===== src/sdr_pkg.sv =====
// Shared types for the signed divide and remainder pipeline.
`default_nettype none

package sdr_pkg;

    typedef struct packed {
        logic mode;
        logic rem_neg;
        logic quo_neg;
        logic div_zero;
    } sdr_ctrl_t;

    localparam logic MODE_QUOTIENT  = 1'b0;
    localparam logic MODE_REMAINDER = 1'b1;

endpackage

`default_nettype wire


===== src/sdr_fix.sv =====
// Output stage that restores signs, selects the result and holds it for the receiver.
`default_nettype none

module sdr_fix
    import sdr_pkg::*;
#(
    parameter int DATA_WIDTH = 32
) (
    input  wire logic                  aclk,
    input  wire logic                  aresetn,
    input  wire logic                  en,
    input  wire logic                  in_valid,
    input  wire sdr_ctrl_t             in_ctrl,
    input  wire logic [DATA_WIDTH-1:0] in_quo,
    input  wire logic [DATA_WIDTH-1:0] in_rem,
    output logic                       out_valid,
    output logic [DATA_WIDTH-1:0]      out_result,
    output logic                       out_div_zero
);

    logic                  valid_reg;
    logic [DATA_WIDTH-1:0] result_reg;
    logic [DATA_WIDTH-1:0] result_next;
    logic                  div_zero_reg;
    logic [DATA_WIDTH-1:0] mag;
    logic                  neg;

    always_comb begin
        if (in_ctrl.mode == MODE_REMAINDER) begin
            mag = in_rem;
            neg = in_ctrl.rem_neg;
        end else begin
            mag = in_quo;
            neg = in_ctrl.quo_neg;
        end
        if (in_ctrl.div_zero) begin
            result_next = '0;
        end else if (neg) begin
            result_next = ~mag + 1'b1;
        end else begin
            result_next = mag;
        end
    end

    always_ff @(posedge aclk) begin
        if (!aresetn) begin
            valid_reg <= 1'b0;
        end else if (en) begin
            valid_reg <= in_valid;
        end
        if (en) begin
            result_reg   <= result_next;
            div_zero_reg <= in_ctrl.div_zero;
        end
    end

    assign out_valid    = valid_reg;
    assign out_result   = result_reg;
    assign out_div_zero = div_zero_reg;

endmodule

`default_nettype wire

===== config.mk =====
export PLATFORM = sky130hd
export DESIGN_NAME = sdr_fix
export DESIGN_NICKNAME = d
export VERILOG_FILES = /design/src/sdr_pkg.sv /design/src/sdr_fix.sv
export SDC_FILE = /design/constraint.sdc
export NUM_CORES = 1
export LEC_CHECK = 0
export BUFFER_PORTS_ARGS = -buffer_cell sky130_fd_sc_hd__buf_2
export CAP_MARGIN = 20
export CORE_UTILIZATION = 50
export CTS_CLUSTER_DIAMETER = 60
export DETAILED_ROUTE_END_ITERATION = 6
export GPL_TIMING_DRIVEN = 0
export PLACE_DENSITY_LB_ADDON = 0.08
export SYNTH_ARGS = -nofsm -noshare
export SYNTH_HDL_FRONTEND = slang
export SYNTH_SLANG_ARGS = --single-unit

===== constraint.sdc =====
create_clock -name aclk -period 5.17 [get_ports aclk]
set_input_delay 0.7755 -clock aclk [delete_from_list [all_inputs] [get_ports aclk]]
set_output_delay 0.7755 -clock aclk [all_outputs]
set_load 0.01 [all_outputs]

== Word-level counts from Yosys, hierarchy flattened ==
Index checks and enable logic that the tools add are counted.
W data, S select, Z words.

* Flip-flop bits (word level): 34
* Latch bits: 0
* Memory bits (writable): 0
* Memory bits (read-only): 0
* Input port bits: 72
* Output and inout port bits: 34
* Word-level logic and storage cells: 8
* Memories kept: 0

* Add/subtract/negate cells: 1
* Multipliers: 0
* Divide/modulo/power cells: 0
* $lt $le $gt $ge: 0
* Equal/unequal tests: 0
* Shift operators: 0
* Mux-type cells: 3
* Bitwise operators: 1
* Reductions and logical operators: 0

{| class="wikitable"
|+ Operators with widths
! kind !! number
|-
| $mux W32 || 2
|-
| $add A32 B1 Y32 const B || 1
|-
| $not A32 Y32 || 1
|-
| $mux W1 || 1
|}

== Logic depth before layout (Yosys ltp) ==
* Word-level depth: 4
* Depth in mapped cells: 12
* Gate-level depth less buffers: 7

== Least setup slack after synthesis ==
Ideal clock, no wire load.

* Path kind: input to register
* Start point: input port in_ctrl[3] (netlist bit)
* End point: register result_reg[30], in the netlist out_result[30], data pin
* Library setup time: 260 ps
* Arrival time: 4093 ps
* Data required time: 4910 ps
* Slack: 817 ps
* Cell stages on the path: 12
* Path buffers: 5
* Cells stage by stage: buf_2 -> clkbuf_1 -> clkbuf_1 -> buf_2 -> buf_2 -> mux2i_1 -> ha_1 -> or4b_2 -> o22a_1 -> nor3_2 -> a41oi_1 -> mux2_2

* Word-level cells in the longest chain between the ends: 4

{| class="wikitable"
|+ Ends and longest elaborated chain
! element !! RTL line !! text
|-
| start, declared || sdr_fix.sv:13 || <nowiki>input wire sdr_ctrl_t in_ctrl,</nowiki>
|-
| $mux W32 || sdr_fix.sv:29 || <nowiki>if (in_ctrl.mode == MODE_REMAINDER) begin</nowiki>
|-
| $not A32 Y32 || sdr_fix.sv:39 || <nowiki>result_next = ~mag + 1'b1;</nowiki>
|-
| $add A32 B1 Y32 || sdr_fix.sv:39 ||
|-
| $mux W32 (*) || sdr_fix.sv:38 || <nowiki>end else if (neg) begin</nowiki>
|-
| end signal, assigned || sdr_fix.sv:52 || <nowiki>result_reg <= result_next;</nowiki>
|-
| end, declared || sdr_fix.sv:22 || <nowiki>logic [DATA_WIDTH-1:0] result_reg;</nowiki>
|}

Every way passes the cells marked *; elsewhere a longest branch is shown, timed or not.
A chain may end at the register's enable or synchronous reset.

== Final worst setup path ==
Ends and elaborated chain as after synthesis.

==> flow_metrics.env <==
export IMPL_dp_hpwl_mm=6.27
export IMPL_fmax_mhz=211
export IMPL_yosys_warnings=0
export IMPL_num_fill_cells=451
export IMPL_grt_pass1_wl_mm=12.3
export IMPL_grt_usage_pct=26.5
export IMPL_die_h_um=77.1
export IMPL_synth_cell_types=58
export IMPL_cp_start_kind="primary input"
export IMPL_synth_edf_count=33
export IMPL_ff2ff_setup_slack_ps=4570
export IMPL_async_reset_ff_share_pct=0
export IMPL_worstReg2RegEnd="out_valid$_SDFFE_PN0P_"
export IMPL_crit_start="in_ctrl[3]"
export IMPL_synth_seq_area_share_pct=35.9
export IMPL_path_depth=12
export IMPL_swShare_pct=29.3
export IMPL_die_area_um2=5940
export IMPL_ys_flop_type="edfxtp_1"
export IMPL_drive_gt1_share_pct=35.9
export IMPL_total_power_mw=0.769
export IMPL_maxCapViolations=0
export IMPL_cts_buffer_depth=2
export IMPL_crit_arrival_ps=4760
export IMPL_grt_max_degree=35
export IMPL_ios=106
export IMPL_detail_route_vias_per_cell=5.86
export IMPL_die_width_um=77.1
export IMPL_hold_violations=0
export IMPL_rsz0062_at_grt="no"
export IMPL_dp_slack_ps=-344
export IMPL_ys_ff_latch=34
export IMPL_ir_drop_mv=0.238
export IMPL_cpMostUsedCell="buf_2"
export IMPL_clock_sinks=34
export IMPL_maxSlewHeadroom_pct=37.2
export IMPL_clockPowerShare_pct=25.3
export IMPL_yosys_area_top_type="edfxtp_1"
export IMPL_place_congestion=0.899
export IMPL_drt_pass1_iter_count=5
export IMPL_grt_antenna_before_repair=0
export IMPL_p_sw_mw=0.225
export IMPL_crit_chain="buf_2 -> buf_2 -> clkbuf_2 -> buf_2 -> buf_2 -> mux2i_1 -> ha_1 -> or4b_2 -> o22a_1 -> nor3_2 -> a41oi_1 -> mux2_2"
export IMPL_syn_nets=365
export IMPL_synth_top_area_share_pct=35.2
export IMPL_p_int_mw=0.543
export IMPL_cp_slowest_cell="or4b_2"
export IMPL_regArea_um2=1010
export IMPL_drt_initial_drc_count=227
export IMPL_fin_worst_skew_ps=0
export IMPL_period_share_pct=91.6
export IMPL_finalNetCount=476
export IMPL_cts_buffers_inserted=5
export IMPL_grt_overflow=0
export IMPL_avgSynthCellArea_um2=9.65
export IMPL_worst_path_buf_inv=5
export IMPL_portBuffers=105
export IMPL_report_final_slew_viol_count=0
export IMPL_setup_worst_path_end_class="flip-flop"
export IMPL_cts_max_level=2
export IMPL_initial_utilization_pct=53.5
export IMPL_synth_area_um2=2820
export IMPL_path_clk_slew_ps=60
export IMPL_post_route_util_pct=66.9
export IMPL_core_area_um2=5270
export IMPL_ant_nets=0
export IMPL_grt_pass1_vias=2453
export IMPL_r2r_start="out_valid$_SDFFE_PN0P_"
export IMPL_period_needed_ps=4740
export IMPL_clk_latency_ps=280
export IMPL_outcome="finished, final reports clean"
export IMPL_row_count=26
export IMPL_wire_per_inst_um=16.3
export IMPL_ys_top_cells_by_area="edfxtp_1 35%, mux2i_1 13%, nor2_1 4.7%"
export IMPL_hp_class="flip-flop to flip-flop"
export IMPL_multi_input_area_um2=1750
export IMPL_combPwrFrac_pct=30.1
export IMPL_cp_top_family="buffers and inverters"
export IMPL_via_count=2778
export IMPL_setup_ws_ps=434
export IMPL_worst_pin_slew_ps=916
export IMPL_path_class="primary input to flip-flop"
export IMPL_cts_tree="built"
export IMPL_syn_to_final_growth_pct=25.1
export IMPL_p_leak_nw=1.47
export IMPL_r2r_cells=2
export IMPL_cts_setup_buffers=0
export IMPL_route_detailed_drc=0
export IMPL_mostFrequentLayoutCell="buf_2"
export IMPL_crit_path_end="out_result[30]$_SDFFCE_PP0P_"
export IMPL_dpl_cell_area_um2=3430
export IMPL_synthCells=292
export IMPL_power_density_nw_per_um2=218
export IMPL_finalSetupTns_ps=0
export IMPL_mostFrequentLayoutCells="108 x buf_2, 36 x mux2i_1, 35 x nor2_1, 33 x edfxtp_1, 19 x nor3_1"
export IMPL_pwr_share_seq_pct=44.5
export IMPL_finalSetupViolCount=0
export IMPL_required_ps=5200
export IMPL_antennaDiodeCount=0
export IMPL_cts_root_buf="clkbuf_8"
export IMPL_cp_slowest_stage_delay_ps=610
export IMPL_drt_total_wl_mm=7.73
export IMPL_cp_max_fo=19
export IMPL_stdcell_area_um2=3530
-- per-stage QoR --
step	cells	hold slack, ps
2_1_floorplan	292	538
3_3_place_gp	467	496
3_5_place_dp	467	529
4_1_cts	475	539
5_1_grt	474	581
6_report	474	532
-- kinds of logic (layout without fill, tap and decap cells) --
group | Yosys count | in the layout | synth area share (%)
compound gates | 54 | 54 | 14.1
xor+xnor | 16 | 16 | 4.97
fa+ha+maj | 1 | 1 | 0.444
buf+inv | 17 | 129 | 2.40
flops | 34 | 34 | 35.9
mux | 44 | 44 | 16.3
simple gates | 126 | 126 | 25.9
-- worst min path at each step --
| stage | end | cells after the start | start | slack, ps |
|---|---|---|---|---|
| after floorplan | out_valid$_SDFFE_PN0P_ | 2 | out_valid$_SDFFE_PN0P_ | 540 |
| after detailed placement | out_valid$_SDFFE_PN0P_ | 2 | out_valid$_SDFFE_PN0P_ | 530 |
| final | out_valid$_SDFFE_PN0P_ | 2 | out_valid$_SDFFE_PN0P_ | 530 |
| after global routing | out_valid$_SDFFE_PN0P_ | 2 | out_valid$_SDFFE_PN0P_ | 580 |
| after global placement | out_valid$_SDFFE_PN0P_ | 2 | out_valid$_SDFFE_PN0P_ | 500 |
| after CTS | out_valid$_SDFFE_PN0P_ | 2 | out_valid$_SDFFE_PN0P_ | 540 |
-- power by group through the flow --
| stage | Clock [mW] | Combinational [mW] | Sequential (mW) |
|---|---|---|---|
| after floorplan | 0 | 0.114 | 0.365 |
| after global placement | 0 | 0.225 | 0.347 |
| after detailed placement | 0 | 0.228 | 0.349 |
| after CTS | 0.199 | 0.229 | 0.343 |
| after global routing | 0.211 | 0.252 | 0.344 |
| final | 0.195 | 0.232 | 0.342 |
-- layout make-up --
cell class	count	area share, %
multi-input cells	241	49.5
repair buffers	105	14.9
flip-flops and latches	34	28.7
well taps	70	2.48
plain buffers	16	1.85
clock inverters	1	0.142
clock buffers	7	2.45
-- sequential cells by signal, summed over array words and instances (netlist names) --
name          cells
out_result       32
out_valid         1
out_div_zero      1
-- tightest hold or removal path: stages (launching register included) --
cell     delay (ps)
dfxtp_1         310
mux2i_1         120
nor2b_1          60
-- routing by layer --
metal	GRT usage (%)	share of wire [%]	vias to the layer above
met3	4.40	8.3	13
li1	-	-	1361
met1	37.9	47	1267
met4	7.36	1.4	0
met5	0	0	-
met2	41.2	43	137
-- timing repair --
| item | CTS | global route |
|---|---|---|
| resized for setup | 1 | 2 |
| setup endpoints to repair | 1 | 8 |
| pin swaps | 0 | 0 |
| hold buffers | 0 | 0 |
-- Yosys cell counts (2+ instances only) --
library cell / instances
a21oi_1: 8
a222oi_1: 4
a22oi_1: 2
a31oi_1: 3
a41oi_1: 3
and2_1: 2
and3_1: 2
buf_2: 3
clkbuf_1: 13
edfxtp_1: 33
mux2_2: 6
mux2_4: 2
mux2i_1: 36
nand2_1: 10
nand3_1: 3
nand4_1: 2
nor2_1: 35
nor2b_1: 9
nor3_1: 19
nor3b_1: 6
nor4_1: 5
nor4b_1: 2
o21a_1: 3
o21ai_0: 9
o22a_1: 2
o22ai_1: 2
o311ai_0: 2
o31ai_1: 2
o41ai_1: 2
or3_1: 7
or3b_2: 6
or4_1: 4
or4b_2: 6
xnor2_1: 10
xor2_1: 6
(Power assumes the default switching activity.)
