`config.mk`:
```
export PLATFORM = sky130hd
export DESIGN_NAME = sdr_prep
export DESIGN_NICKNAME = d
export VERILOG_FILES = /design/src/sdr_pkg.sv /design/src/sdr_prep.sv
export SDC_FILE = /design/constraint.sdc
export NUM_CORES = 1
export LEC_CHECK = 0
export BUFFER_PORTS_ARGS = -buffer_cell sky130_fd_sc_hd__buf_4
export CAP_MARGIN = 20
export CORE_UTILIZATION = 35
export CTS_CLUSTER_DIAMETER = 120
export DETAILED_ROUTE_END_ITERATION = 12
export SYNTH_ARGS = -nofsm -noshare
export SYNTH_HDL_FRONTEND = slang
export SYNTH_SLANG_ARGS = --single-unit
```
`constraint.sdc`:
```
create_clock -name aclk -period 5.52 [get_ports aclk]
set_input_delay 0.276 -clock aclk [delete_from_list [all_inputs] [get_ports aclk]]
set_output_delay 0.276 -clock aclk [all_outputs]
set_load 0.03 [all_outputs]
```
`src/sdr_pkg.sv`:
```
// Shared types for the signed divide and remainder pipeline.
`default_nettype none

package sdr_pkg;

    typedef struct packed {
        logic mode;
        logic rem_neg;
        logic quo_neg;
        logic div_zero;
    } sdr_ctrl_t;

    localparam logic MODE_QUOTIENT  = 1'b0;
    localparam logic MODE_REMAINDER = 1'b1;

endpackage

`default_nettype wire

```
`src/sdr_prep.sv`:
```
// Input stage that registers operand magnitudes and sign information.
`default_nettype none

module sdr_prep
    import sdr_pkg::*;
#(
    parameter int DATA_WIDTH = 32
) (
    input  wire logic                  aclk,
    input  wire logic                  aresetn,
    input  wire logic                  en,
    input  wire logic                  in_valid,
    input  wire logic                  mode,
    input  wire logic [DATA_WIDTH-1:0] dividend,
    input  wire logic [DATA_WIDTH-1:0] divisor,
    output logic                       out_valid,
    output sdr_ctrl_t                  out_ctrl,
    output logic [DATA_WIDTH-1:0]      out_nq,
    output logic [DATA_WIDTH-1:0]      out_den
);

    logic                  valid_reg;
    sdr_ctrl_t             ctrl_reg;
    sdr_ctrl_t             ctrl_next;
    logic [DATA_WIDTH-1:0] nq_reg;
    logic [DATA_WIDTH-1:0] nq_next;
    logic [DATA_WIDTH-1:0] den_reg;
    logic [DATA_WIDTH-1:0] den_next;
    logic                  a_neg;
    logic                  b_neg;

    always_comb begin
        a_neg              = dividend[DATA_WIDTH-1];
        b_neg              = divisor[DATA_WIDTH-1];
        nq_next            = a_neg ? (~dividend + 1'b1) : dividend;
        den_next           = b_neg ? (~divisor + 1'b1) : divisor;
        ctrl_next.mode     = mode;
        ctrl_next.rem_neg  = a_neg;
        ctrl_next.quo_neg  = a_neg ^ b_neg;
        ctrl_next.div_zero = (divisor == '0);
    end

    always_ff @(posedge aclk) begin
        if (!aresetn) begin
            valid_reg <= 1'b0;
        end else if (en) begin
            valid_reg <= in_valid;
        end
        if (en) begin
            ctrl_reg <= ctrl_next;
            nq_reg   <= nq_next;
            den_reg  <= den_next;
        end
    end

    assign out_valid = valid_reg;
    assign out_ctrl  = ctrl_reg;
    assign out_nq    = nq_reg;
    assign out_den   = den_reg;

endmodule

`default_nettype wire

```
# Word level (Yosys, flattened, before mapping)
# Cells that the tools add are included.
[classes]
mux = 2
n_bitwise = 3
n_reduce_logical = 1
add_sub_neg = 2
[ops]
columns = ["op", "n"]
rows = [
  ["$add 32x1->32 const B", 2],
  ["$not 32->32", 2],
  ["$mux 31", 2],
  ["$logic_not 32->1", 1],
  ["$xor 1x1->1", 1],
]
[totals]
inputBits = 69
ff_bits = 69

# Longest topological paths before layout
# Gate-level depths: netlist (run 1).
[depth]
depth_word = 3
depth_mapped = 7

# Worst setup path before layout (run 1)
# OpenSTA, ideal clock, no wires.
[synth_timing]
kind = "input to register"
start = "input divisor[5]"
end = "register den_reg[13] (netlist: out_den[13]) (data pin)"
arrival_ns = 1.820
required_ns = 5.262
slack_ns = 3.442
n_path_buf = 0
setup_ns = 0.258
path_stages = 5
path_cell_list = "or4_4 -> or3_1 -> or3_4 -> o31ai_4 -> xnor2_1"
[synth_between]
elab_chain_cells = 3
[synth_rtl]
columns = ["item", "line", "text"]
rows = [
  ["start: declaration", "sdr_prep.sv:15", "input wire logic [DATA_WIDTH-1:0] divisor,"],
  ["$not 32->32", "sdr_prep.sv:36", "den_next = b_neg ? (~divisor + 1'b1) : divisor;"],
  ["$add 32x1->32", "sdr_prep.sv:36", ""],
  ["$mux 31", "sdr_prep.sv:36", ""],
  ["via den_next[13]", "sdr_prep.sv:28", "logic [DATA_WIDTH-1:0] den_next;"],
  ["end signal: assignment", "sdr_prep.sv:52", "den_reg <= den_next;"],
  ["end: declaration", "sdr_prep.sv:27", "logic [DATA_WIDTH-1:0] den_reg;"],
]
# The timed path passes the listed nets, and every way through them passes these cells.
# A chain may end at the register's enable or synchronous reset.

# Worst setup path after layout (run 1)
[layout_timing]
start = "input divisor[5]"
end = "register den_reg[27] (netlist: out_den[27]) (data pin)"
# Same word-level chain as after synthesis.

==> results of run 1 <==
==> layout by cell type (no fill, tap or decap) <==
master     count
dfxtp_1        1
a21boi_0       1
ha_1           4
edfxtp_1      68
inv_1          6
nand4_1        3
clkbuf_8      10
o41ai_2        3
nor3_2         1
nor3_1         5
nand2_1       22
nor4b_1        2
o31ai_2        1
buf_4        137
clkinv_4       1
xor2_1         2
o31ai_1       12
or4_4          1
clkbuf_1       2
bufinv_16      1
nand2b_1       5
nor4b_4        1
o41ai_1       10
or2_2          2
or3_1          7
and2_1         1
mux2i_1        1
nand3_2        1
or4_1          8
nor4_1         2
clkinv_2       2
xnor2_1       57
nand3_1        5
nor2_1         7
o21ai_0       18
nor2b_1        1
o31ai_4        1
or3_4          1
==> flip-flops by register name (all words and copies together), names as in the netlist <==
| register | count |
|---|---|
| out_den | 32 |
| out_nq | 32 |
| out_ctrl | 4 |
| out_valid | 1 |
==> metal layers <==
metal  vias up  global-route usage  wire length, um  share of wire
met5         -                   0                0              0
met4         0              0.0546              115          0.014
met3        10              0.0428              678          0.083
met2       112               0.269             3940           0.48
met1      1215               0.194             3420           0.42
li1       1293                   -                -              -
==> per-stage QoR <==
stage	instance area, um^2	util	total power [mW]	std cells
floorplan	3480	-	0.844	267
global placement	4650	0.478	0.997	530
detailed placement	4650	0.478	1.00	530
CTS	4840	0.498	1.41	546
global route	4840	0.498	1.45	546
finish	4840	0.498	1.40	546
==> final cells by class <==
type / count / area [um^2] / area share
Sequential cell: 69 / 2060 / 0.426
Inverter: 6 / 22.5 / 0.00465
Multi-Input combinational cell: 185 / 1370 / 0.283
Timing Repair Buffer: 137 / 1030 / 0.212
Clock inverter: 4 / 48.8 / 0.0101
Tap cell: 133 / 166 / 0.0344
Clock buffer: 12 / 145 / 0.0300
==> logic make-up after synthesis <==
logic type	count (synthesis)	synth area share
flops	69	0.592
compound gates	46	0.103
buf+inv	13	0.0151
simple gates	75	0.125
mux	1	0.00287
xor+xnor	59	0.148
fa+ha+maj	4	0.0144
==> final timing paths <==
path | to | start | cells past startpoint | slack (ns)
min | out_ctrl[3] | mode | 1 | 0.12
min reg2reg | out_valid | out_valid | 2 | 0.53
max | out_den[27] | divisor[5] | 6 | 3.48
max reg2reg | out_valid | out_valid | 2 | 4.92
==> report_power, final <==
group	leakage (nW)	switching [mW]	internal [mW]
sequential	0.673	0.0155	0.640
clock	0.100	0.189	0.221
combinational	1.04	0.196	0.134
==> critical path: cells and delay by family <==
| kind | cells | cell delay [ns] |
|---|---|---|
| xor gates and xnor gates | 1 | 0.10 |
| and+or+nand+nor | 3 | 1.31 |
| buffers and inverters | 1 | 0.12 |
| AOI/OAI and AO/OA | 1 | 0.33 |
==> flow_summary_export.csv, run 1 <==
group,metric,value,unit
final_layout,final_nets,481,
clock_tree,postCtsHoldBufs,0,
synth,synth_cells,267,
power,p_per_area,288,nW/um^2
place,port_buffers,137,
synth,synth.area.top_cells,"edfxtp_1 (59%), xnor2_1 (14%), o21ai_0 (2.6%)",
sta,min_period,2.04,ns
final_layout,areaGrowthSynthToFinish,39.0,%
sta,slew_headroom,0.400,
synth,ys_types,34,
routing,first_pass_iters,4,
synth,synth_seq_cells,69,
place,dp.final_hpwl,6110,um
synth,yosys.area.top_type,"edfxtp_1",
final_layout,diodes,0,
routing,ant_nets,0,
clock_tree,h-tree-depth,3,
synth,synth_edf_count,68,
worst_hold_path,hold_class,"primary input to flop",
sta,fin_crit_sh,0.369,
synth,synth-warning-count,0,
global_routing,antenna_found_initial,0,
sta,maxSlewViolCount,0,
clock_tree,post-cts-setup-buffers,0,
floorplan,ios,138,
sta,fin_hold_ws,0.123,ns
place,routabilityCongestion,0.808,
sta,fmax,491,MHz
clock_tree,clk_latency,0.33,ns
clock_tree,root_buffer,"clkbuf_8",
floorplan,die_h,102,um
floorplan,placementRows,36,
routing,drt_iter0_drc,86,
synth,yosys-top-cells-count,"edfxtp_1 (68), xnor2_1 (57), nand2_1 (22), o21ai_0 (18), o31ai_1 (12)",
routing,avgViaCountPerCell,4.82,
clock_tree,cts_tree,"done",
floorplan,die-area,10400,um^2
setup_path,end_kind,"flop",
floorplan,die_w,102,um
sta,rsz0062_at_grt,"false",
setup_path,critPathLaunchType,"primary input",
global_routing,grt_max_degree,70,
floorplan,start_util,0.358,
setup_path,slowest_delay,0.57,ns
synth,synth_nets,340,
clock_tree,cts.sinks,69,
synth,syn_avg_cell_area,13.0,um^2
synth,async_flop_share,0,
setup_path,cpMaxStageDelayCell,"or4_4",
floorplan,coreArea,9730,um^2
place,pre_cts_slack,3.10,ns
global_routing,track_usage,0.158,
sta,fin_skew,0,ns
routing,drc_errors,0,
synth,synth-main-ff-cell,"edfxtp_1",
synth,syn_area,3480,um^2
routing,drt_wl_total,8150,um
setup_path,arrival,2.13,ns
setup_path,path_max_fanout,7,
outcome,status,"finished, final reports clean",
clock_tree,numCtsBuffers,9,
sta,finalWorstSetupSlack,3.48,ns
final_layout,fillCellCount,931,
power,peakVddDrop,126,uV
clock_tree,cts_max_path_buffers,2,
sta,hold_violations,0,
setup_path,crit_chain,"buf_4, or4_4, nor4b_4, nand4_1, o41ai_2, xnor2_1",
synth,synth_most_common_cell,"edfxtp_1",
global_routing,grt_pass1_wl,12300,um
global_routing,overflow,0,
sta,tightestPinTransition,0.900,ns
setup_path,crit_type,"primary input to flop",
power,power_leakage,1.81,nW
routing,wl_per_cell,14.9,um
setup_path,crit_required,5.61,ns
synth,yosys.area.top_type_share,0.586,
flow_run,cap_violations,0,
clock_tree,clk_pin_slew,0.08,ns
routing,num_vias,2630,
clock_tree,cts_resized,0,
final_layout,drive_gt1_frac,0.395,
global_routing,first_global_vias,2499,
sta,setup_tns,0,ns
synth,ys_seq_area_frac,0.592,
sta,setup_violations,0,
(Power assumes the default switching activity.)
==> inputs of run 2 (changes only) <==
==> constraint.sdc (replaced) <==
create_clock -name aclk -period 1.9 [get_ports aclk]
set_input_delay 0.095 -clock aclk [delete_from_list [all_inputs] [get_ports aclk]]
set_output_delay 0.095 -clock aclk [all_outputs]
set_load 0.03 [all_outputs]
==> run 2 against run 1 <==
Worst setup slack lost 3.2 ns. Highest routed layer unchanged. Clock skew unchanged. Core utilization rose by 3.4 points. Final area increased by 6.9%. Die area did not move. Register-to-register slack worse by 4.2 ns. Flip-flop and latch count stayed put. Clock power grew to 3.6 times the previous value.
==> flow_summary_export.csv, run 2 (synthesis results as in run 1) <==
group,metric,value,unit
clock_tree,cts_tree,"done",
final_layout,final_area,5180,um^2
sta,tightestPinTransition,0.460,ns
final_layout,layout_commonest_cell,"buf_4",
sta,maxSlewViolCount,0,
clock_tree,root_buffer,"clkbuf_8",
final_layout,fin_util,0.532,
worst_hold_path,hold_depth,2,
routing,drt_iter0_drc,33,
routing,first_pass_iters,4,
power,p_total,4.39,mW
routing,wl_per_cell,14.4,um
power,p_per_area,848,nW/um^2
floorplan,ios,138,
setup_path,path_max_fanout,7,
routing,ant_nets,0,
sta,fin_hold_ws,0.0512,ns
global_routing,track_usage,0.160,
final_layout,diodes,0,
place,dp.cells,559,
clock_tree,clk_latency,0.33,ns
routing,avgViaCountPerCell,4.80,
global_routing,first_global_vias,2683,
sta,fin_crit_sh,0.877,
setup_path,arrival,1.75,ns
floorplan,die_w,102,um
setup_path,crit_type,"primary input to flop",
power,peakVddDrop,464,uV
final_layout,fillCellCount,906,
clock_tree,cts_max_path_buffers,2,
worst_hold_path,hold_class,"primary input to flop",
clock_tree,h-tree-depth,3,
clock_tree,cts_resized,0,
sta,setup_violations,0,
setup_path,end_kind,"flop",
sta,slew_headroom,0.691,
final_layout,final_nets,515,
clock_tree,post-cts-setup-buffers,0,
floorplan,coreArea,9730,um^2
floorplan,placementRows,36,
final_layout,most-common-layout-cells,"buf_4 (165), edfxtp_1 (68), xnor2_1 (57), nand2_1 (22), o21ai_0 (18)",
routing,drt_wl_total,8340,um
place,place_area,4880,um^2
global_routing,grt_max_degree,47,
floorplan,die_h,102,um
global_routing,antenna_found_initial,0,
global_routing,grt_pass1_wl,12600,um
floorplan,die-area,10400,um^2
floorplan,start_util,0.358,
clock_tree,cts.sinks,69,
sta,finalWorstSetupSlack,0.233,ns
outcome,status,"finished, final reports clean",
routing,num_vias,2782,
sta,fmax,600,MHz
setup_path,crit_required,1.99,ns
place,pre_cts_slack,-0.143,ns
power,power_leakage,1.99,nW
sta,min_period,1.67,ns
final_layout,areaGrowthSynthToFinish,48.6,%
place,port_buffers,137,
sta,setup_tns,0,ns
sta,hold_violations,0,
global_routing,overflow,0,
final_layout,drive_gt1_frac,0.432,
routing,drc_errors,0,
sta,rsz0062_at_grt,"false",
flow_run,cap_violations,0,
place,dp.final_hpwl,6280,um
place,routabilityCongestion,0.786,
setup_path,r2r_cells,3,
sta,fin_skew,0,ns
final_layout,stdcell_count,580,
clock_tree,clk_pin_slew,0.07,ns
setup_path,critPathLaunchType,"primary input",
clock_tree,postCtsHoldBufs,5,
clock_tree,numCtsBuffers,9,
## run 2: cell count changes in the layout (fill, tap and decap cells not counted)
cell and change:
buf_4 +28, dlygate4sd3_1 +5, bufinv_16 +2, clkinv_2 -2
buf_12 +1, clkbuf_1 -1, clkinv_4 -1, clkinvlp_4 +1
inv_6 +1
## run 2: final cells by class
cell class / count / area [um^2] / area share
well taps: 133 / 166 / 0.0321
clock inverters: 5 / 106 / 0.0205
multi-input cells: 185 / 1370 / 0.264
inverters: 6 / 22.5 / 0.00435
clock buffers: 11 / 141 / 0.0273
repair buffers: 171 / 1310 / 0.253
flip-flops and latches: 69 / 2060 / 0.398
## run 2: worst paths after layout
check,start,to,slack (ns)
min,divisor[29],out_den[29],0.05
min reg2reg,out_valid,out_valid,1.09
max reg2reg,out_valid,out_valid,0.75
max,divisor[5],out_den[27],0.23
## run 2: report_power, final
part	switching, mW	leakage (nW)	internal, mW
combinational	0.578	1.20	0.425
sequential	0.0442	0.673	1.86
clock	0.571	0.120	0.914
## run 2: routing by layer
layer  track usage  wire length (um)  vias to the layer above
met5             0                 0                        -
met4        0.0669                69                        0
met3        0.0538               709                        6
met2         0.265              4000                      117
met1         0.191              3560                     1296
li1              -                 -                     1363
## run 2: critical path, stage by stage
cell	delay [ns]
buf_4	0.11
or4_4	0.55
nor4b_4	0.21
buf_4	0.18
nand4_1	0.09
buf_4	0.18
o41ai_2	0.22
xnor2_1	0.10
