## config.mk

```make
export PLATFORM = sky130hd
export DESIGN_NAME = sdr_stage
export DESIGN_NICKNAME = d
export VERILOG_FILES = /design/src/sdr_pkg.sv /design/src/sdr_stage.sv
export SDC_FILE = /design/constraint.sdc
export NUM_CORES = 1
export LEC_CHECK = 0
export ABC_AREA = 1
export BUFFER_PORTS_ARGS = -buffer_cell sky130_fd_sc_hd__buf_2
export CAP_MARGIN = 25
export CORE_AREA = 2 2 118 120
export DETAILED_ROUTE_END_ITERATION = 12
export DIE_AREA = 0 0 120 122
export PLACE_DENSITY_LB_ADDON = 0.1
export SETUP_SLACK_MARGIN = 0.02
export SLEW_MARGIN = 20
export SYNTH_ARGS = -nofsm -noshare
export SYNTH_HDL_FRONTEND = slang
export SYNTH_SLANG_ARGS = --single-unit
```

## constraint.sdc

```tcl
create_clock -name aclk -period 2 [get_ports aclk]
set_input_delay 0.2 -clock aclk [delete_from_list [all_inputs] [get_ports aclk]]
set_output_delay 0.2 -clock aclk [all_outputs]
set_load 0.005 [all_outputs]
```

## src/sdr_pkg.sv

```systemverilog
// Shared types for the signed divide and remainder pipeline.
`default_nettype none

package sdr_pkg;

    typedef struct packed {
        logic mode;
        logic rem_neg;
        logic quo_neg;
        logic div_zero;
    } sdr_ctrl_t;

    localparam logic MODE_QUOTIENT  = 1'b0;
    localparam logic MODE_REMAINDER = 1'b1;

endpackage

`default_nettype wire

```

## src/sdr_stage.sv

```systemverilog
// One restoring division step that resolves a single quotient bit.
`default_nettype none

module sdr_stage
    import sdr_pkg::*;
#(
    parameter int DATA_WIDTH = 32,
    parameter int BIT        = 31
) (
    input  wire logic                  aclk,
    input  wire logic                  aresetn,
    input  wire logic                  en,
    input  wire logic                  in_valid,
    input  wire sdr_ctrl_t             in_ctrl,
    input  wire logic [DATA_WIDTH-1:0] in_nq,
    input  wire logic [DATA_WIDTH-1:0] in_den,
    input  wire logic [DATA_WIDTH-1:0] in_rem,
    output logic                       out_valid,
    output sdr_ctrl_t                  out_ctrl,
    output logic [DATA_WIDTH-1:0]      out_nq,
    output logic [DATA_WIDTH-1:0]      out_den,
    output logic [DATA_WIDTH-1:0]      out_rem
);

    logic                  valid_reg;
    sdr_ctrl_t             ctrl_reg;
    logic [DATA_WIDTH-1:0] nq_reg;
    logic [DATA_WIDTH-1:0] nq_next;
    logic [DATA_WIDTH-1:0] den_reg;
    logic [DATA_WIDTH-1:0] rem_reg;
    logic [DATA_WIDTH-1:0] rem_next;
    logic [DATA_WIDTH:0]   shifted;
    logic [DATA_WIDTH:0]   diff;

    // The partial remainder shifts in one dividend bit, and that bit's
    // position in the word then holds the resulting quotient bit.
    always_comb begin
        shifted  = {in_rem, in_nq[BIT]};
        diff     = shifted - {1'b0, in_den};
        nq_next  = in_nq;
        if (!diff[DATA_WIDTH]) begin
            rem_next     = diff[DATA_WIDTH-1:0];
            nq_next[BIT] = 1'b1;
        end else begin
            rem_next     = shifted[DATA_WIDTH-1:0];
            nq_next[BIT] = 1'b0;
        end
    end

    always_ff @(posedge aclk) begin
        if (!aresetn) begin
            valid_reg <= 1'b0;
        end else if (en) begin
            valid_reg <= in_valid;
        end
        if (en) begin
            ctrl_reg <= in_ctrl;
            nq_reg   <= nq_next;
            den_reg  <= in_den;
            rem_reg  <= rem_next;
        end
    end

    assign out_valid = valid_reg;
    assign out_ctrl  = ctrl_reg;
    assign out_nq    = nq_reg;
    assign out_den   = den_reg;
    assign out_rem   = rem_reg;

endmodule

`default_nettype wire

```

=== After elaboration in Yosys (flattened, before gate mapping) ===
Cells that the tools add are included.

* Register bits after elaboration: 101
* Output and inout bits: 101
* Input port bits: 104
* Logic and storage cells: 11

* Add/sub/neg operators: 1
* Multiplexer cells: 2

{| class="wikitable"
|+ Operators with widths
! cell !! count
|-
| subtractor 33 x 32 -> 33 bit || 1
|-
| two-way mux 32 bit || 1
|-
| two-way mux 1 bit || 1
|}

=== Longest topological paths before layout ===
Gate-level depths: netlist of the first run.

* Depth after elaboration: 2
* Mapped depth: 17
* Depth with buffers taken out: 16

=== Worst setup path after synthesis of the first run ===
No wires, ideal clock.

* Path kind: input port to flip-flop
* Start point: in in_nq[31]
* End point: reg rem_reg[19] (netlist: out_rem[19]) (data pin)
* Path buffers: 1
* Stages on the path: 16
* Setup slack: -51 ps
* Data required time: 1748 ps
* Library setup time: 252 ps
* Arrival time: 1799 ps
* Path through: inv_1 > ha_1 > fa_1 > inv_1 > nand2_1 > nand2_1 > nand3_1 > nand2_2 > nand2_1 > nand2_2 > nand2_2 > nand3_1 > nand2_4 > buf_4 > nand2_1 > nand2_1

* Cells in the longest elaborated chain, start to end: 2

{| class="wikitable"
|+ Ends and longest elaborated chain
! what !! RTL line !! RTL
|-
| from (decl) || sdr_stage.sv:15 || <nowiki>input wire logic [DATA_WIDTH-1:0] in_nq,</nowiki>
|-
| subtractor 33 x 32 -> 33 bit || sdr_stage.sv:39 || <nowiki>diff = shifted - {1'b0, in_den};</nowiki>
|-
| two-way mux 32 bit || sdr_stage.sv:41 || <nowiki>if (!diff[DATA_WIDTH]) begin</nowiki>
|-
| net rem_next[19] || sdr_stage.sv:31 || <nowiki>logic [DATA_WIDTH-1:0] rem_next;</nowiki>
|-
| to (signal assigned) || sdr_stage.sv:60 || <nowiki>rem_reg <= rem_next;</nowiki>
|-
| to (decl) || sdr_stage.sv:30 || <nowiki>logic [DATA_WIDTH-1:0] rem_reg;</nowiki>
|}

The timed path passes the listed nets, and every way through them passes these cells.
A chain may end at the register's enable or synchronous reset.

=== Final worst setup path of the first run ===
* Start point: in in_den[7]
* End point: reg rem_reg[18] (netlist: out_rem[18]) (data pin)

* Cells in the longest elaborated chain, start to end: 2

{| class="wikitable"
|+ Ends and longest elaborated chain
! what !! RTL line !! RTL
|-
| from (decl) || sdr_stage.sv:16 || <nowiki>input wire logic [DATA_WIDTH-1:0] in_den,</nowiki>
|-
| subtractor 33 x 32 -> 33 bit || sdr_stage.sv:39 ||
|-
| two-way mux 32 bit || sdr_stage.sv:41 ||
|-
| net rem_next[18] || sdr_stage.sv:31 ||
|}

The timed path passes the listed nets, and every way through them passes these cells.

==> results of run 1 <==
[logic make-up after synthesis]
| family | synth area share [%] |
|---|---|
| xor gates and xnor gates | 2.12 |
| adders and majority gates | 6.79 |
| buffers and inverters | 10.5 |
| DFF | 48.8 |
| AOI/OAI and AO/OA | 3.23 |
| and+or+nand+nor | 28.5 |
[cell type report]
cell class | instances | share of cell area [%]
Timing Repair Buffer | 322 | 23.0
Clock inverter | 7 | 0.680
Tap cell | 180 | 2.61
Clock buffer | 9 | 2.61
Inverter | 158 | 6.86
Multi-Input combinational cell | 519 | 29.3
Sequential cell | 101 | 35.0
[per-layer routing]
metal / GRT usage [%] / vias to the layer above / part of all wire, %
met5: 0 / - / 0
met4: 7.57 / 0 / 1.8
met3: 4.78 / 19 / 6.7
met2: 38.7 / 185 / 45
met1: 30.5 / 2565 / 46
li1: - / 3097 / -
[worst register-to-register path: stages, from the launching register on]
cell and delay (ns):
sky130_fd_sc_hd__dfxtp_1 0.31, sky130_fd_sc_hd__o21ai_0 0.15, sky130_fd_sc_hd__a21oi_1 0.06
[timing repair]
item	CTS	global route
setup endpoints to repair	0	2
gates resized for setup	0	1
buffers inserted	0	1
[report_power, final]
group	leakage, nW	internal [mW]	switching, mW	total (mW)
combinational	3.70	0.801	0.907	1.71
sequential	0.985	2.59	0.0490	2.63
clock	0.133	0.862	0.832	1.69
total	4.82	4.25	1.79	6.04
[Yosys cell counts, drive strengths merged (4+ instances only)]
cell type	instances	share of area [%]
a21oi	27	2.3
and2	4	0.40
buf	6	0.91
edfxtp	100	49
ha	32	6.5
inv	158	9.6
nand2	343	21
nand3	31	2.5
nand4	8	0.81
nor2	39	2.4
nor3	6	0.49
o21bai	7	0.85
xor2	14	2.0
[registers in the layout (all words and copies together), names as in the netlist]
register / flops
out_den: 32
out_nq: 32
out_rem: 32
out_ctrl: 4
out_valid: 1
[worst min-delay path by stage]
stage                     startpoint     endpoint  slack (ns)  depth (start not counted)
after floorplan                   en    out_valid        0.29                          1
after global placement      in_nq[0]    out_nq[0]        0.38                          1
after detailed placement   in_nq[28]   out_nq[28]        0.38                          1
after CTS                 in_ctrl[0]  out_ctrl[0]        0.01                          1
after global routing       in_nq[21]   out_nq[21]       0.004                          1
final                      in_nq[21]   out_nq[21]        0.02                          1
[metrics by stage]
step / util [%] / instances / setup TNS (ns) / area, um2 / hold slack, ns
2_1_floorplan: - / 784 / 0 / 6200 / 0.293
3_3_place_gp: 61.8 / 1279 / -4.79 / 8350 / 0.376
3_5_place_dp: 61.8 / 1279 / -5.57 / 8350 / 0.379
4_1_cts: 63.9 / 1295 / 0 / 8630 / 0.0113
5_1_grt: 64.0 / 1296 / 0 / 8640 / 0.00399
6_report: 64.0 / 1296 / 0 / 8640 / 0.0196
==> run summary, run 1 <==
For this run, the top clock speed supported by timing is 551 MHz. After detailed routing, the total wire length is 16,800 um. From synthesis to final layout, the design area changed by 39.6%.

For the reported max-cap violation count, the log shows 0. The worst min-delay path category was in2reg. The run gives 0 as the DRC violation count after routing.

STA classifies the critical path endpoint as a register. The cell family contributing the most delay on the critical path is simple AND/OR/NAND/NOR gates. Most common cell after layout, fill and taps aside: sky130_fd_sc_hd__nand2_1. Across the VDD grid, the largest voltage drop is 0.342 mV.

The number of global-route vias before repair is 5,519. The number of enable-type register cells in the synthesized netlist came out at 100. The x dimension of the die is 120 um.

Critical path's slowest cell: sky130_fd_sc_hd__ha_1. For the full die area, the log shows 0.0146 mm2. The most critical setup path has its startpoint at in_den[7]. The final hold violation count is 0, and the flop and latch count out of synthesis is 101. Post-DP HPWL: 13,800 um.

In the final layout, the multi-input gates occupy 0.00253 mm2. The tools report the number of levels in the clock H-tree as 3. For the gate count after technology mapping, the log shows 784. For the number of antenna violations at the first check in global routing, the log shows 0. Across all setup checks in the final design, the least slack found is 0.184 ns. For this run, the number of Yosys warnings is 0. The post-route netlist has 32.0% of its cells at a drive strength greater than 1. STA classifies the critical path startpoint as a primary input. The transition time of the tightest slew-check pin was 0.362 ns. The critical path in this run is classified as in2reg.

Summing all flip-flop and latch instances after layout gives 0.00302 mm2. The detailed router placed 5,866 vias in this run. Traced cell by cell, the critical path runs through buf_2 -> inv_1 -> ha_1 -> nand2_1 -> nand2_1 -> buf_4 -> a21oi_1 -> nand3_1 -> nand3_1 -> nand2_1 -> nand2_1 -> nand2_1 -> nand2_1 -> nand2_1. The final layout contains 1,248 nets. Global routing consumed, over all layers together, 23.2% of the routing resources.

In this run the cell area of the synthesized design comes to 0.00619 mm2. Counting I/O delays and the setup requirement, the final critical path takes 1.82 ns. The post-synth net total was 921.

The run finished with clean final reports. The clock-pin slew on the worst setup and hold paths was 0.07 ns. The mean instance size in the synthesized netlist is 7.90 um2.

TritonCTS built the clock tree. In this run the clock root is driven by a sky130_fd_sc_hd__clkbuf_16. The count of unique library cells instantiated by Yosys was 27.

The worst max-slew margin expressed relative to the limit was 75.9%; the overall power after layout was 6.04 mW. The first global-routing pass estimated 26,300 um of wire. For this run, the leading register cell type out of synthesis is sky130_fd_sc_hd__edfxtp_1. Entering global routing, the biggest net connects 49 pins.

The leakage power figure was 4.82 nW. The number of placement rows is 43. The reg-to-reg endpoint is out_valid.

The startpoint of the lowest-slack register-to-register path is out_valid. Together, buffers and inverters on the worst path number 3. The final antenna-violating net count is 0, and the power density normalized to cell area is 699 mW/mm2. Pin placement for this block handled 205 I/O pins. Required time of the critical path: 2.11 ns. For this design, the sink count on the clock tree is 101. The number of buffers inserted for hold repair after clock tree synthesis was 0. Setup repair after global routing left no endpoint under its margin. The logs give 0.34 ns for the clock latency of the later-clocked register in the worst-skew pair and 5 for the detailed-routing iteration count for the pre-antenna-repair pass. The core box area came out at 0.0135 mm2.

Pre-CTS worst setup slack: -0.195 ns. The tools report the count of endpoints failing setup in the final report as 0. The most prevalent standard cell on the critical path was sky130_fd_sc_hd__nand2_1. In the final routed layout, each cell accounts on average for 13.0 um. The total overflow left after global routing is 0.

At the end of routability-driven placement, the weighted congestion stood at 0.927. For this run, the slowest stage of the critical path takes 0.35 ns. The count of filler cells inserted in the layout is 1,226, and the length in cells of the worst reg-to-reg path is 2. The count of buffers inserted at the top-level ports is 204. Path length in cells of the critical path: 14. The total count of max-transition violations in the final report is 0.

At the worst endpoint, the arrival time is 1.92 ns. In the layout the commonest cells are sky130_fd_sc_hd__nand2_1, sky130_fd_sc_hd__buf_2, sky130_fd_sc_hd__inv_1, sky130_fd_sc_hd__buf_4, sky130_fd_sc_hd__edfxtp_1. Summing the sequential cell areas from Yosys gives 48.8% of the chip area.

The portion of the clock cycle consumed by the worst path in the final layout was 90.8%. Dividing the detail-routed via count by the number of cells gives 4.53. The number of clock buffers added by TritonCTS is 9. The repair_antennas step left the layout with diodes totalling 0. The starting DRC count in detailed routing was 348; the worst setup slack for register-to-register paths was 1.38 ns. The tools report the worst clock skew as 0 ns. The initial utilization of the core area, before any placement, comes to 45.8%. The clock passes through at most 2 buffers. The critical path ends at out_rem[18]. The worst-path maximum fanout was 4. In the synthesized netlist the async set-or-reset flop fraction comes to 0%.

In this run the vertical extent of the chip is 122 um.
(Power assumes the default switching activity.)
==> run 2, diff against run 1 <==
--- a/config.mk
+++ b/config.mk
@@ -5,12 +5,11 @@
 export SDC_FILE = /design/constraint.sdc
 export NUM_CORES = 1
 export LEC_CHECK = 0
-export ABC_AREA = 1
 export BUFFER_PORTS_ARGS = -buffer_cell sky130_fd_sc_hd__buf_2
 export CAP_MARGIN = 25
-export CORE_AREA = 2 2 118 120
+export CORE_AREA = 2 2 114 116
 export DETAILED_ROUTE_END_ITERATION = 12
-export DIE_AREA = 0 0 120 122
+export DIE_AREA = 0 0 116 118
 export PLACE_DENSITY_LB_ADDON = 0.1
 export SETUP_SLACK_MARGIN = 0.02
 export SLEW_MARGIN = 20
==> run summary, run 2 <==
The synthesized-area fraction occupied by xor and xnor cells is 3.65% (+1.5 points), and the number of levels in the clock H-tree is 3 (unchanged). The count of endpoints failing setup in the final report was 33 (+33). Total count of max-transition violations in the final report: 0 (unchanged). Ranked by instance count, the synthesized netlist is headed by sky130_fd_sc_hd__edfxtp_1, sky130_fd_sc_hd__a21oi_1, sky130_fd_sc_hd__inv_1.

The number of placed cells counting well taps is 935 (-27%), and the diode insertion count for antenna repair is 0 (unchanged). Category of the critical setup timing path: in2reg. The flop and latch count out of synthesis was 101 (unchanged); the overall power after layout was 6.28 mW (+4.1%). The share of synthesized cell area in and, or, nand and nor gates was 9.37% (-19 points). The run gives 0.00774 mm2 (-7.3%) as the placement-stage cell area. The mean instance size in the synthesized netlist was 12.4 um2 (+57%). The combinational family with the most area after synthesis is compound AO/OA/AOI/OAI gates.

The transition time of the tightest slew-check pin came out at 0.447 ns (+0.0848 ns). The total congestion overflow is 0 (unchanged), and the first-pass GRT wire length is 23,300 um (-12%). The run gives -15.29 ns (-15.29 ns) as the setup total negative slack. The leakage power figure was 3.96 nW (-18%); the wire length per cell was 15.6 um (+20%). Area overhead of the layout relative to synthesis: 52.1%. The DRC violation count after routing is 0 (unchanged). Detailed-routing iteration count for the pre-antenna-repair pass: 5 (unchanged). The starting density of the core was 44.5% (-1.3 points); the power density normalized to cell area was 747 mW/mm2 (+7.0%). The required time of the critical path was 2.10 ns (about the same). The clock latency of the later-clocked register in the worst-skew pair was 0.35 ns (about the same). The logs give 9 (unchanged) for the number of buffers inserted during clock tree synthesis and 11,500 um (-17%) for the post-DP HPWL.

The final antenna-violating net count came out at 0 (unchanged). For this run, the leading register cell type out of synthesis is sky130_fd_sc_hd__edfxtp_1. The kind of start point of the critical path is a primary input.

The run gives 0.427 mV (+25%) as the maximum resistive drop on vdd. The vertical die dimension came out at 118 um (-3.3%). The total detailed-routing wirelength was 15,000 um (-11%).

The clock-pin slew on the worst setup and hold paths is 0.08 ns (about the same). The count of unique library cells instantiated by Yosys is 50 (+85%). The gate count after technology mapping was 447 (-43%). The flow ran to the end, but the final reports show violations. The post-synth net total was 584 (-37%); the share of the synthesized area in compound gates (AO/OA/AOI/OAI) was 12.4% (+9.1 points).

Summed over all instances, the cell type with the most area after synthesis is sky130_fd_sc_hd__edfxtp_1. The number of buffers on the longest clock path is 2 (unchanged). Setup repair after global routing could not meet its margin everywhere. The number of buffers inserted for hold repair after clock tree synthesis came out at 0 (unchanged).

In the post-synthesis netlist, the biggest area contributors are sky130_fd_sc_hd__edfxtp_1, sky130_fd_sc_hd__ha_1, sky130_fd_sc_hd__mux2_4. The worst max-slew margin expressed relative to the limit came out at 70.2% (-5.7 points). The worst setup path is captured at a register. Buffer cell driving the clock tree root: sky130_fd_sc_hd__clkbuf_16. The synthesis warning total is 0 (unchanged), and the x dimension of the die is 116 um (-3.3%).

The mean number of vias per cell is 4.93 (+8.9%). The highest clock rate is 402 MHz (-27%), and the worst-path maximum fanout is 6 (+2). The most common cell after layout, fill and taps aside is sky130_fd_sc_hd__buf_2. The count of buffers inserted at the top-level ports is 204 (unchanged), and the post-synthesis mux area share is 8.49% (+8.5 points).

The filler-free cell count of the finished design was 961 (-26%). For the number of placement rows, the log shows 41 (-4.7%). In the layout the commonest cells are sky130_fd_sc_hd__buf_2, sky130_fd_sc_hd__buf_4, sky130_fd_sc_hd__edfxtp_1, sky130_fd_sc_hd__inv_1, sky130_fd_sc_hd__a21oi_1. For the largest net degree at the start of global routing, the log shows 38 (-22%).

The tools report the number of antenna violations at the first check in global routing as 1 (+1). The core box area was 0.0124 mm2 (-8.1%); the data arrival time at the worst-slack endpoint was 2.59 ns (+0.67 ns). TritonCTS built the clock tree. The final setup slack of the worst path is -0.490 ns (-0.674 ns). Proportion of synthesized flip-flops having asynchronous set or reset: 0% (unchanged).

The count of clock tree sinks is 101 (unchanged), and the vias after detailed routing is 4,739 (-19%). The checks that failed: negative setup slack. The net count reported at finish was 921 (-26%); the arithmetic-cell share of the synthesized area counting full adders, half adders and majority gates was 7.61% (+0.81 points). The tools report the reported max-cap violation count as 0 (unchanged). For the synthesized area, the log shows 0.00553 mm2 (-11%). The tools report the starting DRC count in detailed routing as 306 (-12%). The I/O pin count was 205 (unchanged); the full die area was 0.0137 mm2 (-6.5%). Most used standard cell by instance count after synthesis: sky130_fd_sc_hd__edfxtp_1.

The run gives 54.7% (+5.9 points) as the proportion of synthesized chip area in sequential cells. The final hold violation count was 0 (unchanged). The tightest min-delay check is of the in2reg type. The number of enable-type register cells in the synthesized netlist is 100 (unchanged).

The portion of the clock cycle consumed by the worst path in the final layout was 125% (+34 points). The fraction of layout instances using a drive strength above 1 came out at 52.9% (+21 points). Final instance area: 0.00841 mm2 (-2.7%). The logs give 0 ns (unchanged) for the worst clock skew and 22.0% (-1.3 points) for the global-route usage over all layers.

The logs give 999 (-19%) for the count of filler cells inserted in the layout and 4,806 (-13%) for the number of global-route vias before repair. The minimum clock period works out to 2.49 ns (+0.674 ns). The global placement routability congestion is 0.796 (-14%), and the fraction of post-synthesis cell area in the top cell type by area is 54.3% (+5.8 points).
run 2: changes by cell type after synthesis, moves of 8 or more:
cell                       change
sky130_fd_sc_hd__a21o_1       +18
sky130_fd_sc_hd__mux2_4       +25
sky130_fd_sc_hd__nand2b_1      +8
sky130_fd_sc_hd__o21ai_0      +16
sky130_fd_sc_hd__inv_1       -118
sky130_fd_sc_hd__nor2_1       -20
sky130_fd_sc_hd__nand2_2       -8
sky130_fd_sc_hd__nand2_1     -306
sky130_fd_sc_hd__a21oi_1      +13
sky130_fd_sc_hd__nand3_1      -21
sky130_fd_sc_hd__xnor2_1      +12
run 2: repair_timing:
item | CTS | global route
pin swaps | 12 | 11
setup endpoints to repair | 33 | 33
resized for setup | 30 | 21
buffers inserted | 6 | 1
gates cloned | 3 | 0
run 2: logic make-up (layout without fill, tap and decap cells):
| logic type | after synthesis | after routing |
|---|---|---|
| compound gates | 107 | 107 |
| flops | 101 | 101 |
| simple gates | 100 | 100 |
| buf+inv | 49 | 391 |
| mux | 34 | 34 |
| fa+ha+maj | 33 | 33 |
| xor+xnor | 23 | 23 |
run 2: final timing paths:
check | startpoint | endpoint | slack, ns | cells after the start
max | in_nq[31] | out_rem[30] | -0.49 | 14
min | in_den[5] | out_den[5] | 0.009 | 1
max reg2reg | out_valid | out_valid | 1.39 | 2
min reg2reg | out_valid | out_valid | 0.54 | 2
run 2: critical path: stages:
cell                       delay (ns)
sky130_fd_sc_hd__buf_8           0.09
sky130_fd_sc_hd__inv_12          0.03
sky130_fd_sc_hd__ha_4            0.15
sky130_fd_sc_hd__fa_2            0.34
sky130_fd_sc_hd__nand2b_4        0.16
sky130_fd_sc_hd__a21oi_4         0.14
sky130_fd_sc_hd__o211ai_1        0.15
sky130_fd_sc_hd__a21oi_2         0.20
sky130_fd_sc_hd__o31a_2          0.19
sky130_fd_sc_hd__mux2i_2         0.27
sky130_fd_sc_hd__nor2_4          0.07
sky130_fd_sc_hd__buf_12          0.16
sky130_fd_sc_hd__buf_8           0.13
sky130_fd_sc_hd__mux2_4          0.29
run 2: report_power, final:
part | leakage (nW) | total, mW | switching [mW] | internal, mW
Combinational | 2.83 | 1.91 | 0.830 | 1.08
Sequential | 0.987 | 2.65 | 0.0523 | 2.60
Clock | 0.142 | 1.73 | 0.854 | 0.875
Total | 3.96 | 6.28 | 1.74 | 4.55
run 2: cell type report:
cell class	count	area [um2]	share of cell area, %
multi-input cells	297	2500	29.7
clock inverters	7	66.3	0.789
well taps	172	215	2.56
clock buffers	9	225	2.68
flip-flops and latches	101	3020	36.0
repair buffers	337	2220	26.4
inverters	38	158	1.88
run 2: metal layers:
metal,share of wire (%),vias up,track usage (%),wire length [um]
met3,8.0,21,4.94,1190
met2,47,180,36.1,7110
met4,1.9,2,8.33,285
met1,43,2199,28.1,6380
met5,0.087,-,0,13
li1,-,2337,-,-
run 2: through the flow:
stage | util, % | hold WS (ns) | worst slack (ns)
after floorplan | - | 0.299 | -0.587
after global placement | 62.4 | 0.377 | -1.03
after detailed placement | 62.4 | 0.378 | -1.02
after CTS | 66.9 | 0.00354 | -0.486
after global routing | 67.7 | 0.00189 | -0.605
final | 67.7 | 0.00885 | -0.490
